--- config.mk ---
export PLATFORM = sky130hd
export DESIGN_NAME = irc_line_tokenizer_flat
export DESIGN_NICKNAME = d
export VERILOG_FILES = /design/src/sv/irc_tok_pkg.sv /design/src/sv/irc_tok_if.sv /design/src/sv/irc_tok_front.sv /design/src/sv/irc_tok_queue.sv /design/src/sv/irc_tok_back.sv /design/src/sv/irc_line_tokenizer.sv /design/src/flat_wrapper.sv
export SDC_FILE = /design/constraint.sdc
export NUM_CORES = 1
export LEC_CHECK = 0
export ABC_AREA = 1
export BUFFER_PORTS_ARGS = -buffer_cell sky130_fd_sc_hd__clkbuf_2
export CAP_MARGIN = 25
export CORE_AREA = 2 2 206 208
export CTS_BUF_LIST = sky130_fd_sc_hd__clkbuf_16
export DETAILED_ROUTE_END_ITERATION = 6
export DIE_AREA = 0 0 208 210
export PLACE_DENSITY = 0.46
export RECOVER_POWER = 100
export SLEW_MARGIN = 25
export SYNTH_ARGS = -nofsm -noshare
export SYNTH_HDL_FRONTEND = slang
export SYNTH_HIERARCHICAL = 1
export SYNTH_SLANG_ARGS = --single-unit
--- constraint.sdc ---
create_clock -name clk -period 4.42 [get_ports clk]
set_clock_uncertainty 0.15 [all_clocks]
set_input_delay 0.221 -clock clk [delete_from_list [all_inputs] [get_ports clk]]
set_output_delay 0.221 -clock clk [all_outputs]
set_load 0.1 [all_outputs]
--- src/sv/irc_tok_pkg.sv ---
// Shared types and constants for the IRC line tokenizer.
// Holds the result codes, the character constants and the command word passed front to back.
`timescale 1ns / 1ps
`default_nettype none

package irc_tok_pkg;

  localparam int MAX_PARAMS_DEF  = 15;
  localparam int PENDING_MAX_DEF = 8;
  // widest held CR/LF run any configuration can store
  localparam int PEND_CAP        = 15;
  localparam int Q_DEPTH         = 4;

  localparam logic [7:0] CH_COLON = 8'h3a;
  localparam logic [7:0] CH_SPACE = 8'h20;
  localparam logic [7:0] CH_CR    = 8'h0d;
  localparam logic [7:0] CH_LF    = 8'h0a;

  localparam logic [1:0] K_BYTE  = 2'd0;
  localparam logic [1:0] K_CLOSE = 2'd1;
  localparam logic [1:0] K_DONE  = 2'd2;

  localparam logic [1:0] F_PFX = 2'd0;
  localparam logic [1:0] F_CMD = 2'd1;
  localparam logic [1:0] F_MID = 2'd2;
  localparam logic [1:0] F_TRL = 2'd3;

  // Everything one accepted word asks the back end to emit, in this order:
  // released CR/LF run, field byte, field close, line finished.
  typedef struct packed {
    logic [3:0]          rel_len;
    logic [PEND_CAP-1:0] rel_kinds;
    logic                byte_en;
    logic [1:0]          byte_field;
    logic [3:0]          byte_idx;
    logic [7:0]          byte_val;
    logic                close_en;
    logic [1:0]          close_field;
    logic [3:0]          close_idx;
    logic                done_en;
    logic [3:0]          total;
    logic                ovf;
  } cmd_t;

  function automatic logic [7:0] upcase(input logic [7:0] c);
    logic [7:0] r;
    r = c;
    if (c inside {[8'h61:8'h7a]}) begin
      r = c - 8'd32;
    end
    return r;
  endfunction

endpackage

`default_nettype wire

--- src/sv/irc_tok_if.sv ---
// Valid/ready channel interfaces for the IRC line tokenizer.
// One interface for incoming line words, one for result words; no package needed.
`timescale 1ns / 1ps
`default_nettype none

interface irc_tok_in_if;
  logic       valid;
  logic       ready;
  logic       has_byte;
  logic [7:0] data_byte;
  logic       line_end;

  modport source (output valid, has_byte, data_byte, line_end, input ready);
  modport sink   (input valid, has_byte, data_byte, line_end, output ready);
endinterface

interface irc_tok_out_if;
  logic       valid;
  logic       ready;
  logic [1:0] kind;
  logic [1:0] field;
  logic [3:0] param_index;
  logic [7:0] out_byte;
  logic [3:0] param_total;
  logic       run_overflow;
  logic       last;

  modport source (output valid, kind, field, param_index, out_byte, param_total,
                  run_overflow, last, input ready);
  modport sink   (input valid, kind, field, param_index, out_byte, param_total,
                  run_overflow, last, output ready);
endinterface

`default_nettype wire

--- src/sv/irc_tok_front.sv ---
// Front end: accepts line words, tracks the field parser and the held CR/LF run.
// Produces at most one command word per accepted input; depends on irc_tok_pkg and irc_tok_if.
`timescale 1ns / 1ps
`default_nettype none

module irc_tok_front #(
  parameter int MAX_PARAMS  = irc_tok_pkg::MAX_PARAMS_DEF,
  parameter int PENDING_MAX = irc_tok_pkg::PENDING_MAX_DEF
) (
  input  wire logic         clk,
  input  wire logic         rst,
  irc_tok_in_if.sink        rx,
  input  wire logic         q_full,
  output irc_tok_pkg::cmd_t cmd,
  output logic              cmd_push
);
  import irc_tok_pkg::*;

  localparam logic [3:0] PH_START    = 4'd0;
  localparam logic [3:0] PH_PFX_SKIP = 4'd1;
  localparam logic [3:0] PH_PFX_WORD = 4'd2;
  localparam logic [3:0] PH_PFX_REST = 4'd3;
  localparam logic [3:0] PH_CMD_SKIP = 4'd4;
  localparam logic [3:0] PH_CMD_WORD = 4'd5;
  localparam logic [3:0] PH_CMD_REST = 4'd6;
  localparam logic [3:0] PH_PAR_SKIP = 4'd7;
  localparam logic [3:0] PH_MID      = 4'd8;
  localparam logic [3:0] PH_TRAIL    = 4'd9;
  localparam logic [3:0] PH_IGNORE   = 4'd10;

  localparam logic [3:0] MAXP = 4'(MAX_PARAMS);
  localparam logic [3:0] PMAX = 4'(PENDING_MAX);

  logic [3:0]             phase, phase_next;
  logic [3:0]             param_cnt, param_cnt_next;
  logic [3:0]             held_len, held_len_next;
  logic                   ovf, ovf_next;
  logic [PENDING_MAX-1:0] held_kinds;
  logic                   wr_en;
  logic                   wr_lf;
  logic                   accept;
  logic [7:0]             c;

  assign rx.ready = !q_full;
  assign accept   = rx.valid && rx.ready;
  assign c        = rx.data_byte;

  always_comb begin
    phase_next     = phase;
    param_cnt_next = param_cnt;
    held_len_next  = held_len;
    ovf_next       = ovf;
    wr_en          = 1'b0;
    wr_lf          = 1'b0;
    cmd            = '0;
    cmd.rel_kinds  = PEND_CAP'(held_kinds);

    if (rx.has_byte) begin
      case (phase)
        PH_START, PH_CMD_SKIP: begin
          if (phase == PH_START && c == CH_COLON) begin
            phase_next = PH_PFX_SKIP;
          end else if (c == CH_SPACE) begin
            phase_next = PH_CMD_SKIP;
          end else if (c == CH_COLON) begin
            phase_next = PH_CMD_REST;
          end else begin
            cmd.byte_en    = 1'b1;
            cmd.byte_field = F_CMD;
            cmd.byte_val   = upcase(c);
            phase_next     = PH_CMD_WORD;
          end
        end
        PH_PFX_SKIP: begin
          if (c == CH_COLON) begin
            phase_next = PH_PFX_REST;
          end else if (c != CH_SPACE) begin
            cmd.byte_en    = 1'b1;
            cmd.byte_field = F_PFX;
            cmd.byte_val   = c;
            phase_next     = PH_PFX_WORD;
          end
        end
        PH_PFX_WORD: begin
          if (c == CH_SPACE) begin
            cmd.close_en    = 1'b1;
            cmd.close_field = F_PFX;
            phase_next      = PH_CMD_SKIP;
          end else begin
            cmd.byte_en    = 1'b1;
            cmd.byte_field = F_PFX;
            cmd.byte_val   = c;
          end
        end
        PH_PFX_REST: begin
          cmd.byte_en    = 1'b1;
          cmd.byte_field = F_PFX;
          cmd.byte_val   = c;
        end
        PH_CMD_WORD: begin
          if (c == CH_SPACE) begin
            cmd.close_en    = 1'b1;
            cmd.close_field = F_CMD;
            phase_next      = PH_PAR_SKIP;
          end else begin
            cmd.byte_en    = 1'b1;
            cmd.byte_field = F_CMD;
            cmd.byte_val   = upcase(c);
          end
        end
        PH_CMD_REST: begin
          cmd.byte_en    = 1'b1;
          cmd.byte_field = F_CMD;
          cmd.byte_val   = upcase(c);
        end
        PH_PAR_SKIP: begin
          if (c == CH_COLON) begin
            phase_next    = PH_TRAIL;
            held_len_next = '0;
          end else if (c != CH_SPACE) begin
            cmd.byte_en    = 1'b1;
            cmd.byte_field = F_MID;
            cmd.byte_idx   = param_cnt;
            cmd.byte_val   = c;
            phase_next     = PH_MID;
          end
        end
        PH_MID: begin
          if (c == CH_SPACE) begin
            cmd.close_en    = 1'b1;
            cmd.close_field = F_MID;
            cmd.close_idx   = param_cnt;
            param_cnt_next  = param_cnt + 4'd1;
            phase_next      = (param_cnt_next >= MAXP) ? PH_IGNORE : PH_PAR_SKIP;
          end else begin
            cmd.byte_en    = 1'b1;
            cmd.byte_field = F_MID;
            cmd.byte_idx   = param_cnt;
            cmd.byte_val   = c;
          end
        end
        PH_TRAIL: begin
          if (c == CH_CR || c == CH_LF) begin
            // hold the run back; past the store depth only flag it
            if (held_len < PMAX) begin
              wr_en         = 1'b1;
              wr_lf         = (c == CH_LF);
              held_len_next = held_len + 4'd1;
            end else begin
              ovf_next = 1'b1;
            end
          end else begin
            cmd.rel_len    = held_len;
            cmd.byte_en    = 1'b1;
            cmd.byte_field = F_TRL;
            cmd.byte_idx   = param_cnt;
            cmd.byte_val   = c;
            held_len_next  = '0;
          end
        end
        default: begin
        end
      endcase
    end

    if (rx.line_end) begin
      case (phase_next)
        PH_PFX_SKIP, PH_PFX_WORD, PH_PFX_REST: begin
          cmd.close_en    = 1'b1;
          cmd.close_field = F_PFX;
        end
        PH_CMD_WORD, PH_CMD_REST: begin
          cmd.close_en    = 1'b1;
          cmd.close_field = F_CMD;
        end
        PH_MID: begin
          cmd.close_en    = 1'b1;
          cmd.close_field = F_MID;
          cmd.close_idx   = param_cnt;
          param_cnt_next  = param_cnt_next + 4'd1;
        end
        PH_TRAIL: begin
          cmd.close_en    = 1'b1;
          cmd.close_field = F_TRL;
          cmd.close_idx   = param_cnt;
          param_cnt_next  = param_cnt_next + 4'd1;
        end
        default: begin
        end
      endcase
      cmd.done_en    = 1'b1;
      cmd.total      = param_cnt_next;
      cmd.ovf        = ovf_next;
      phase_next     = PH_START;
      param_cnt_next = '0;
      held_len_next  = '0;
      ovf_next       = 1'b0;
    end

    cmd_push = accept && (cmd.byte_en || cmd.close_en || cmd.done_en);
  end

  always_ff @(posedge clk) begin
    if (rst) begin
      phase     <= PH_START;
      param_cnt <= '0;
      held_len  <= '0;
      ovf       <= 1'b0;
    end else if (accept) begin
      phase     <= phase_next;
      param_cnt <= param_cnt_next;
      held_len  <= held_len_next;
      ovf       <= ovf_next;
    end
  end

  // run store: no reset, only entries below held_len are ever read
  always_ff @(posedge clk) begin
    for (int k = 0; k < PENDING_MAX; k++) begin
      if (accept && wr_en && held_len == 4'(k)) begin
        held_kinds[k] <= wr_lf;
      end
    end
  end

endmodule

`default_nettype wire

--- src/sv/irc_tok_queue.sv ---
// Short command queue between the tokenizer front and back ends.
// Register FIFO of cmd_t words; depends on irc_tok_pkg.
`timescale 1ns / 1ps
`default_nettype none

module irc_tok_queue (
  input  wire logic         clk,
  input  wire logic         rst,
  input  wire logic         push,
  input  irc_tok_pkg::cmd_t din,
  input  wire logic         pop,
  output irc_tok_pkg::cmd_t dout,
  output logic              full,
  output logic              empty
);
  import irc_tok_pkg::*;

  localparam int PW = $clog2(Q_DEPTH);

  cmd_t        mem [Q_DEPTH];
  logic [PW-1:0] wptr;
  logic [PW-1:0] rptr;
  logic [PW:0]   count;

  assign full  = (count == (PW+1)'(Q_DEPTH));
  assign empty = (count == '0);
  assign dout  = mem[rptr];

  always_ff @(posedge clk) begin
    if (rst) begin
      wptr  <= '0;
      rptr  <= '0;
      count <= '0;
    end else begin
      if (push) begin
        wptr <= wptr + 1'b1;
      end
      if (pop) begin
        rptr <= rptr + 1'b1;
      end
      count <= count + (PW+1)'(push) - (PW+1)'(pop);
    end
  end

  always_ff @(posedge clk) begin
    if (push) begin
      mem[wptr] <= din;
    end
  end

endmodule

`default_nettype wire

--- src/sv/irc_tok_back.sv ---
// Back end: expands each queued command into result words, one per cycle while tx is ready.
// Drives the registered result channel; depends on irc_tok_pkg and irc_tok_if.
`timescale 1ns / 1ps
`default_nettype none

module irc_tok_back (
  input  wire logic         clk,
  input  wire logic         rst,
  input  irc_tok_pkg::cmd_t head,
  input  wire logic         q_empty,
  output logic              q_pop,
  irc_tok_out_if.source     tx
);
  import irc_tok_pkg::*;

  logic [3:0] rel_pos;
  logic       byte_sent;
  logic       close_sent;
  logic       rel_act;
  logic       byte_act;
  logic       close_act;
  logic       load;
  logic       fire;
  logic       res_last;
  logic [1:0] r_kind;
  logic [1:0] r_field;
  logic [3:0] r_idx;
  logic [7:0] r_byte;

  assign rel_act   = rel_pos < head.rel_len;
  assign byte_act  = head.byte_en && !byte_sent;
  assign close_act = head.close_en && !close_sent;
  assign load      = !tx.valid || tx.ready;
  assign fire      = load && !q_empty;
  assign q_pop     = fire && res_last;

  always_comb begin
    r_kind   = K_DONE;
    r_field  = F_PFX;
    r_idx    = '0;
    r_byte   = '0;
    res_last = 1'b1;
    if (rel_act) begin
      r_kind   = K_BYTE;
      r_field  = F_TRL;
      r_idx    = head.byte_idx;
      r_byte   = head.rel_kinds[rel_pos] ? CH_LF : CH_CR;
      res_last = !((5'(rel_pos) + 5'd1 < 5'(head.rel_len)) || head.byte_en ||
                   head.close_en || head.done_en);
    end else if (byte_act) begin
      r_kind   = K_BYTE;
      r_field  = head.byte_field;
      r_idx    = head.byte_idx;
      r_byte   = head.byte_val;
      res_last = !(head.close_en || head.done_en);
    end else if (close_act) begin
      r_kind   = K_CLOSE;
      r_field  = head.close_field;
      r_idx    = head.close_idx;
      res_last = !head.done_en;
    end
  end

  always_ff @(posedge clk) begin
    if (rst) begin
      tx.valid   <= 1'b0;
      rel_pos    <= '0;
      byte_sent  <= 1'b0;
      close_sent <= 1'b0;
    end else if (load) begin
      tx.valid <= !q_empty;
      if (fire) begin
        if (res_last) begin
          rel_pos    <= '0;
          byte_sent  <= 1'b0;
          close_sent <= 1'b0;
        end else if (rel_act) begin
          rel_pos <= rel_pos + 4'd1;
        end else if (byte_act) begin
          byte_sent <= 1'b1;
        end else begin
          close_sent <= 1'b1;
        end
      end
    end
  end

  always_ff @(posedge clk) begin
    if (fire) begin
      tx.kind         <= r_kind;
      tx.field        <= r_field;
      tx.param_index  <= r_idx;
      tx.out_byte     <= r_byte;
      tx.param_total  <= (r_kind == K_DONE) ? head.total : 4'd0;
      tx.run_overflow <= (r_kind == K_DONE) && head.ovf;
      tx.last         <= res_last;
    end
  end

endmodule

`default_nettype wire

--- src/sv/irc_line_tokenizer.sv ---
// Top level of the IRC line tokenizer: front end, command queue, back end.
// Depends on irc_tok_pkg, irc_tok_if, irc_tok_front, irc_tok_queue and irc_tok_back.
//
// Splits one IRC line, fed a word at a time on rx, into prefix, command and
// parameter fields and emits tagged result words on tx. The front end takes
// one input word per cycle whenever the four-entry command queue has room;
// the back end sends one result word per cycle from a registered output while tx
// is ready, so a word that gives n results holds the back end until all n are sent
// (n is at most PENDING_MAX + 3, when a full held CR/LF run is released at the end
// of a line). Lines in which each word gives at most one result run at one word
// per cycle while tx is ready. There is no clearing pass after reset.
`timescale 1ns / 1ps
`default_nettype none

module irc_line_tokenizer #(
  parameter int MAX_PARAMS  = irc_tok_pkg::MAX_PARAMS_DEF,
  parameter int PENDING_MAX = irc_tok_pkg::PENDING_MAX_DEF
) (
  input  wire logic     clk,
  input  wire logic     rst,
  irc_tok_in_if.sink    rx,
  irc_tok_out_if.source tx
);
  import irc_tok_pkg::*;

  cmd_t cmd;
  cmd_t head;
  logic cmd_push;
  logic q_pop;
  logic q_full;
  logic q_empty;

  irc_tok_front #(
    .MAX_PARAMS  (MAX_PARAMS),
    .PENDING_MAX (PENDING_MAX)
  ) u_front (
    .clk      (clk),
    .rst      (rst),
    .rx       (rx),
    .q_full   (q_full),
    .cmd      (cmd),
    .cmd_push (cmd_push)
  );

  irc_tok_queue u_queue (
    .clk   (clk),
    .rst   (rst),
    .push  (cmd_push),
    .din   (cmd),
    .pop   (q_pop),
    .dout  (head),
    .full  (q_full),
    .empty (q_empty)
  );

  irc_tok_back u_back (
    .clk     (clk),
    .rst     (rst),
    .head    (head),
    .q_empty (q_empty),
    .q_pop   (q_pop),
    .tx      (tx)
  );

  a_no_push_full: assert property (@(posedge clk) disable iff (rst)
    cmd_push |-> !q_full)
    else $error("command pushed into a full queue");

  a_no_pop_empty: assert property (@(posedge clk) disable iff (rst)
    q_pop |-> !q_empty)
    else $error("command popped from an empty queue");

  a_done_is_last: assert property (@(posedge clk) disable iff (rst)
    tx.valid && tx.kind == K_DONE |-> tx.last)
    else $error("line finished word not marked last");

  a_totals_only_on_done: assert property (@(posedge clk) disable iff (rst)
    tx.valid && tx.kind != K_DONE |-> tx.param_total == 4'd0 && !tx.run_overflow)
    else $error("totals set on a word other than line finished");

endmodule

`default_nettype wire
--- src/flat_wrapper.sv ---
// flat-port wrapper written by rule: the top's interface ports become plain ports
module irc_line_tokenizer_flat import irc_tok_pkg::*;
#(
  parameter int MAX_PARAMS  = irc_tok_pkg::MAX_PARAMS_DEF,
  parameter int PENDING_MAX = irc_tok_pkg::PENDING_MAX_DEF
)
  (clk, rst, rx_valid, rx_has_byte, rx_data_byte, rx_line_end, rx_ready, tx_valid, tx_kind, tx_field, tx_param_index, tx_out_byte, tx_param_total, tx_run_overflow, tx_last, tx_ready);
  irc_tok_in_if rx_i ();
  irc_tok_out_if tx_i ();
  input  wire logic clk;
  input  wire logic rst;
  input wire logic [$bits(rx_i.valid)-1:0] rx_valid;
  input wire logic [$bits(rx_i.has_byte)-1:0] rx_has_byte;
  input wire logic [$bits(rx_i.data_byte)-1:0] rx_data_byte;
  input wire logic [$bits(rx_i.line_end)-1:0] rx_line_end;
  output wire logic [$bits(rx_i.ready)-1:0] rx_ready;
  output wire logic [$bits(tx_i.valid)-1:0] tx_valid;
  output wire logic [$bits(tx_i.kind)-1:0] tx_kind;
  output wire logic [$bits(tx_i.field)-1:0] tx_field;
  output wire logic [$bits(tx_i.param_index)-1:0] tx_param_index;
  output wire logic [$bits(tx_i.out_byte)-1:0] tx_out_byte;
  output wire logic [$bits(tx_i.param_total)-1:0] tx_param_total;
  output wire logic [$bits(tx_i.run_overflow)-1:0] tx_run_overflow;
  output wire logic [$bits(tx_i.last)-1:0] tx_last;
  input wire logic [$bits(tx_i.ready)-1:0] tx_ready;
  assign rx_i.valid = rx_valid;
  assign rx_i.has_byte = rx_has_byte;
  assign rx_i.data_byte = rx_data_byte;
  assign rx_i.line_end = rx_line_end;
  assign rx_ready = rx_i.ready;
  assign tx_valid = tx_i.valid;
  assign tx_kind = tx_i.kind;
  assign tx_field = tx_i.field;
  assign tx_param_index = tx_i.param_index;
  assign tx_out_byte = tx_i.out_byte;
  assign tx_param_total = tx_i.param_total;
  assign tx_run_overflow = tx_i.run_overflow;
  assign tx_last = tx_i.last;
  assign tx_i.ready = tx_ready;
  irc_line_tokenizer #(.MAX_PARAMS(MAX_PARAMS), .PENDING_MAX(PENDING_MAX)) u_core (.clk(clk), .rst(rst), .rx(rx_i), .tx(tx_i));
endmodule
* After elaboration in Yosys (flattened, before gate mapping)
Memory sizes are Yosys's and may differ from the RTL's. A register that Yosys moved wholly into a read port is not among the register bits. Cells that the tools add are included.
Operators by class: magnitude comparators 7, add/subtract/negate cells 10, equality and inequality tests 34, reductions and logical operators 49, multiplexer cells 100
Operators by type and width (number):
- $mux 4 | 30
- $mux 8 | 10
- $pmux 8 s9 | 1
- $mux 15 | 4
- $eq 4x3->1 const B | 10
- $mux 3 | 11
- $pmux 3 s9 | 1
- $mux 1 | 25
- $eq 4x2->1 const B | 6
- $pmux 4 s6 | 1
- $mux 22 | 1
- $logic_and 1x1->1 | 18
- $mux 2 | 9
- $add 4x1->4 const B | 4
- $eq 4x4->1 const B | 4
- $eq 8x4->1 const B | 2
- $eq 8x6->1 const B | 2
- $mux 13 | 1
- $eq 4x1->1 const B | 3
- $pmux 3 s4 | 1
- $pmux 4 s3 | 1
- $pmux 3 s3 | 1
- $ge 8x7->1 const B | 1
- $le 8x7->1 const B | 1
- other kinds (30) | 52
Word-level totals: memories 1, output and inout port bits 24, register bits 57, bits of input ports 14, logic and storage cells 227, memory bits (writable) 160
Memory list:
- u_core.u_queue.mem | depth 4, bits a word 40, rd ports 1, clocked after memory_dff 1, wr ports 1, RTL line irc_tok_queue.sv:20 | cmd_t mem [Q_DEPTH];

* Logic depth before layout (Yosys ltp)
depth after elaboration 15, gate-level depth with buffers 24, mapped depth without buffers 22

* Cells and area by module
Netlist, hierarchy kept.
Modules (own cells, without submodules):
- irc_tok_queue | cells each 604, times used 1, area an instance 8131.5 sq um, seq. area each 5825.6 sq um
- irc_tok_front | cells each 388, times used 1, area an instance 2484.9 sq um, seq. area each 500.5 sq um
- irc_tok_back | cells each 190, times used 1, area an instance 1661.6 sq um, seq. area each 800.8 sq um

* Least setup slack after synthesis
No wires, ideal clock.
kind register to register, start point register with a tool-made name, end point register u_core.u_queue.count[2], path buffers 3, period minus slack after synthesis 3.185 ns, cell stages (with the launch flop) 21, slack 1.235 ns, data arrival time 2.920 ns, setup time 0.115 ns, cells stage by stage dfxtp_1 buf_6 buf_8 buf_6 nand2_1 o211ai_2 nand2_1 inv_1 ha_1 a21oi_1 nand2_4 inv_4 nand2_2 nand2_4 inv_1 ha_1 inv_1 ha_1 fa_1 a21oi_1 nor2_1
RTL lines:
- end signal: assignment | RTL line irc_tok_queue.sv:41 | count <= count + (PW+1)'(push) - (PW+1)'(pop);
- end: declaration | RTL line irc_tok_queue.sv:23 | logic [PW:0] count;

==> run_results.csv <==
group,metric,value,unit
logic_synthesis,synth_cells,1182,
clock_network,cts.clk_slew.worst_paths,0.06,ns
global_routing,grt_pass1_vias,7605,
finish,syn_to_final_growth,11.41,%
global_routing,grt_pass1_wl,44.63,mm
timing,fin_setup_tns,0,ns
logic_synthesis,synth_top_family_by_area,"simple AND/OR/NAND/NOR gates",
clock_network,cts_made_buffers,28,
power,comb_power_share,0.274,
logic_synthesis,muxShareOfSynthArea,0,
global_routing,grt_max_degree,61,
floorplanning,dieHeight,210,um
power,p_clk_frac,0.308,
logic_synthesis,synth_seq_cells,247,
logic_synthesis,synthXorXnorAreaFrac,0.002853,
clock_network,post_cts_buffers,0,
global_routing,use_met3,0.01758,
timing,max_freq,0.2621,GHz
setup_path,cp_top_family,"buffers and inverters",
power,p_seq_frac,0.418,
logic_synthesis,synth_edf_count,218,
setup_path,cp_cell_sequence,"inv_1 -> nand2_1 -> inv_1 -> nand2_1 -> nand2_1 -> nor2_1 -> inv_1 -> nand2_1 -> nand2_1 -> o31ai_1 -> inv_1 -> nand2_1 -> inv_1 -> buf_4",
timing,finalCritPeriodShare,0.8633,
setup_path,worstReg2RegEnd,"u_core/u_queue/mem[0][2]",
drt,dr.first_iter.drc_count,471,
timing,tightest_slew,1.877,ns
outcome,status,"finished, violations left",
clock_network,clock_latency,0.53,ns
floorplanning,io_pins,38,
power,p_switching,2.673,mW
setup_path,cp_num_buf_inv,6,
setup_path,reg2regPathDepth,14,
clock_network,clockRootBuffer,"clkbuf_16",
drt,dr.pass1.iters,5,
floorplanning,die_w,208,um
floorplanning,initial_core_util,0.2960,
logic_synthesis,synthArstFlopShare,0,
timing,rsz0062_at_grt,"false",
worst_hold_path,hold_path_startpoint,"rx_data_byte[4]",
global_routing,grt-ovfl-total,0,
power,leakage,5.372,nW
timing,setup_violations,0,
logic_synthesis,yosys_warnings,6,
setup_path,start_kind,"register",
logic_synthesis,syn_area,12280,um^2
setup_path,max_stage_delay,0.65,ns
drt,wirelength,28.26,mm
finish,drive_gt1_frac,0.1435,
finish,fin_nets,1262,
logic_synthesis,synthFlopType,"edfxtp_1",
setup_path,reg2reg_slack,0.60,ns
logic_synthesis,ys_seq_area_frac,0.5805,
setup_path,crit_path_end_kind,"register",
setup_path,crit_required,4.46,ns
worst_hold_path,min_path_type,"in2reg",
setup_path,worstPathMaxFanout,39,
setup_path,arrival,3.86,ns
setup_path,cp_slowest_cell,"dfxtp_1",
floorplanning,rows,75,
power,p_int,4.567,mW
global_routing,gr-max-usage-layer,"met2",
outcome,violations,"capacitance limit, slew limit",
clock_network,cts_tree,"built",
clock_network,cts_max_level,1,
timing,hold_viol_final,0,
global_routing,antenna_found_initial,0,
setup_path,rr_startpoint,"u_core/u_front/phase[3]",
worst_hold_path,hold_depth,3,
logic_synthesis,synth_compound_area_frac,0.1212,
power,vdd_drop_max,0.2979,mV
drt,drc,0,
finish,fill_cells,4258,
timing,finalWorstSetupSlack,0.6043,ns
flow_run,maxCapViolations,1,
drt,viasPerCell,4.411,
floorplanning,core,41480,um^2
logic_synthesis,synth-simple-area-share,0.1718,
place,io_buffers,37,
setup_path,crit_top_cell,"nand2_1",
place,gp_congestion,0.8327,
place,place_hpwl,19.22,mm
global_routing,grt_util_all_layers,0.1302,
logic_synthesis,synthDistinctLibCells,52,
drt,vias,7851,
logic_synthesis,syn_area_per_cell,10.39,um^2
global_routing,grt.met2_usage,0.2066,
drt,wl_per_cell,15.88,um
clock_network,clock_sinks,247,
logic_synthesis,synth_fa_ha_area_frac,0.02609,
global_routing,met1_usage,0.1893,
setup_path,worstSetupPathType,"reg2reg",
clock_network,cts_resized,0,
power,swShare,0.3692,
timing,fin_crit,3.816,ns
power,total_power,7.240,mW
floorplanning,die_area,43680,um^2
timing,slew_violations,28,
worst_hold_path,min_to,"u_core/u_queue/mem[1][17]",
clock_network,clock_path_buffers,3,
place,preCtsSetupSlack,0.6862,ns
power,power_density,529.2,nW/um^2
timing,relSlewSlack,-0.2514,
drt,drtAntennaViolNets,0,
## cells in the final DEF (no fill, tap or decap), drive strengths merged, types with 9 or more instances in the layout
master / netlist / final
buf: 42 / 10
o21ai: 68 / 68
dfxtp: 29 / 29
nor3: 17 / 17
clkinv: 3 / 9
a21oi: 83 / 83
nand4: 13 / 13
clkbuf: 6 / 69
nand3: 50 / 50
edfxtp: 218 / 218
ha: 24 / 24
inv: 212 / 219
nor2: 77 / 77
nand2: 268 / 268
o211ai: 49 / 49
## area by class of cell
type                            count  area, um^2  share of cell area
Inverter                          215       812.0             0.05936
Clock inverter                     18       155.1             0.01134
Timing Repair Buffer               53       309.0             0.02259
Tap cell                          539       674.4             0.04930
Antenna cell                        1       2.502           0.0001829
Multi-Input combinational cell    678        3866              0.2826
Clock buffer                       29       725.7             0.05305
Sequential cell                   247        7134              0.5215
## Yosys cell counts (2+ instances only)
master | number | area, um^2
nand2_1 | 228 | 855.8
edfxtp_1 | 218 | 6546
inv_1 | 193 | 724.4
a21oi_1 | 78 | 390.4
nor2_1 | 54 | 202.7
nand3_1 | 44 | 220.2
o211ai_2 | 44 | 550.5
o21ai_0 | 35 | 175.2
nand2_2 | 30 | 187.7
o21ai_1 | 30 | 150.1
dfxtp_1 | 29 | 580.6
ha_1 | 24 | 300.3
inv_2 | 17 | 63.81
nor3_1 | 17 | 85.08
buf_4 | 16 | 120.1
buf_6 | 16 | 180.2
nand4_1 | 12 | 75.07
nor2_2 | 12 | 75.07
nand2_4 | 10 | 112.6
buf_2 | 8 | 40.04
nor2_4 | 7 | 78.83
clkbuf_1 | 6 | 22.52
o211ai_1 | 5 | 37.54
nand3_2 | 4 | 40.04
nor2_8 | 4 | 80.08
a21oi_2 | 3 | 26.28
xor2_1 | 3 | 26.28
a211oi_1 | 2 | 15.01
a21oi_4 | 2 | 32.53
clkinv_1 | 2 | 7.510
inv_4 | 2 | 12.51
nand3_4 | 2 | 35.03
nand3b_1 | 2 | 15.01
o2111ai_1 | 2 | 17.52
o21a_1 | 2 | 15.01
o21ai_2 | 2 | 17.52
o21bai_1 | 2 | 15.01
## how the worst max path moves through the flow
| stage | slack, ns | cells past startpoint | end | startpoint |
|---|---|---|---|---|
| final | 0.60 | 14 | u_core/u_queue/mem[0][2] | u_core/u_front/phase[3] |
| after global routing | 0.22 | 15 | u_core/u_queue/mem[0][2] | u_core/u_front/phase[0] |
| after CTS | 0.79 | 14 | u_core/u_queue/mem[2][2] | u_core/u_front/phase[3] |
| after detailed placement | 0.69 | 17 | u_core/u_queue/mem[2][2] | rx_data_byte[6] |
| after global placement | 0.71 | 18 | u_core/u_queue/count[2] | rx_data_byte[6] |
| after floorplan | 1.23 | 20 | u_core/u_queue/count[2] | register |
## stage by stage
| stage | std cells | hold WS (ns) | util | cell area (um^2) |
|---|---|---|---|---|
| finish | 1780 | 0.03798 | 0.3298 | 13680 |
| global placement | 1729 | 0.3030 | 0.3118 | 12930 |
| floorplan | 1188 | 0.1401 | - | 12300 |
| detailed placement | 1729 | 0.3093 | 0.3118 | 12930 |
| CTS | 1779 | 0.01471 | 0.3338 | 13840 |
| global route | 1779 | 0.03279 | 0.3297 | 13680 |
## power groups by stage
stage | registers (mW) | clock network [mW] | logic [mW]
2_1_floorplan | 3.75 | 0 | 0.972
3_3_place_gp | 3.07 | 0 | 2.08
3_5_place_dp | 3.07 | 0 | 2.08
4_1_cts | 3.03 | 2.30 | 2.09
5_1_grt | 3.06 | 2.38 | 2.17
6_report | 3.02 | 2.23 | 1.98
## sequential cells by signal, indices dropped and copies added, names as in the netlist, named ones only
register	count
u_core/u_back/tx.field	2
u_core/u_front/phase	4
u_core/u_front/held_kinds	8
u_core/u_queue/count	3
u_core/u_queue/rptr	2
u_core/u_back/rel_pos	4
u_core/u_back/tx.valid	1
u_core/u_back/byte_sent	1
u_core/u_back/tx.param_total	4
u_core/u_back/tx.kind	2
u_core/u_back/close_sent	1
u_core/u_back/tx.run_overflow	1
u_core/u_queue/wptr	2
u_core/u_front/held_len	4
u_core/u_back/tx.out_byte	8
u_core/u_queue/mem	188
u_core/u_front/param_cnt	4
u_core/u_front/ovf	1
u_core/u_back/tx.param_index	4
u_core/u_back/tx.last	1
## logic make-up (layout without fill, tap and decap cells)
logic type,after synthesis,after routing
and+or+nand+nor,430,430
buffers and inverters,263,315
DFF,247,247
AOI/OAI and AO/OA,212,212
adders and majority gates,25,25
xor gates and xnor gates,4,4
other,1,8
## worst min-delay path: cells and delay by family
family	cells	cell delay, ns
buffers and inverters	2	0.19
AND/OR/NAND/NOR	1	0.11
## layer usage
layer,part of all wire,vias to the layer above
met4,0.017,0
met1,0.51,3709
met2,0.45,109
met5,0,-
li1,-,4005
met3,0.030,28
## repair_timing
item	4_1_cts	5_1_grt
setup endpoints to repair	0	0
endpoints found under the hold margin	9	0
hold buffers	3	0
No activity file was read; power rests on OpenSTA's default activity.
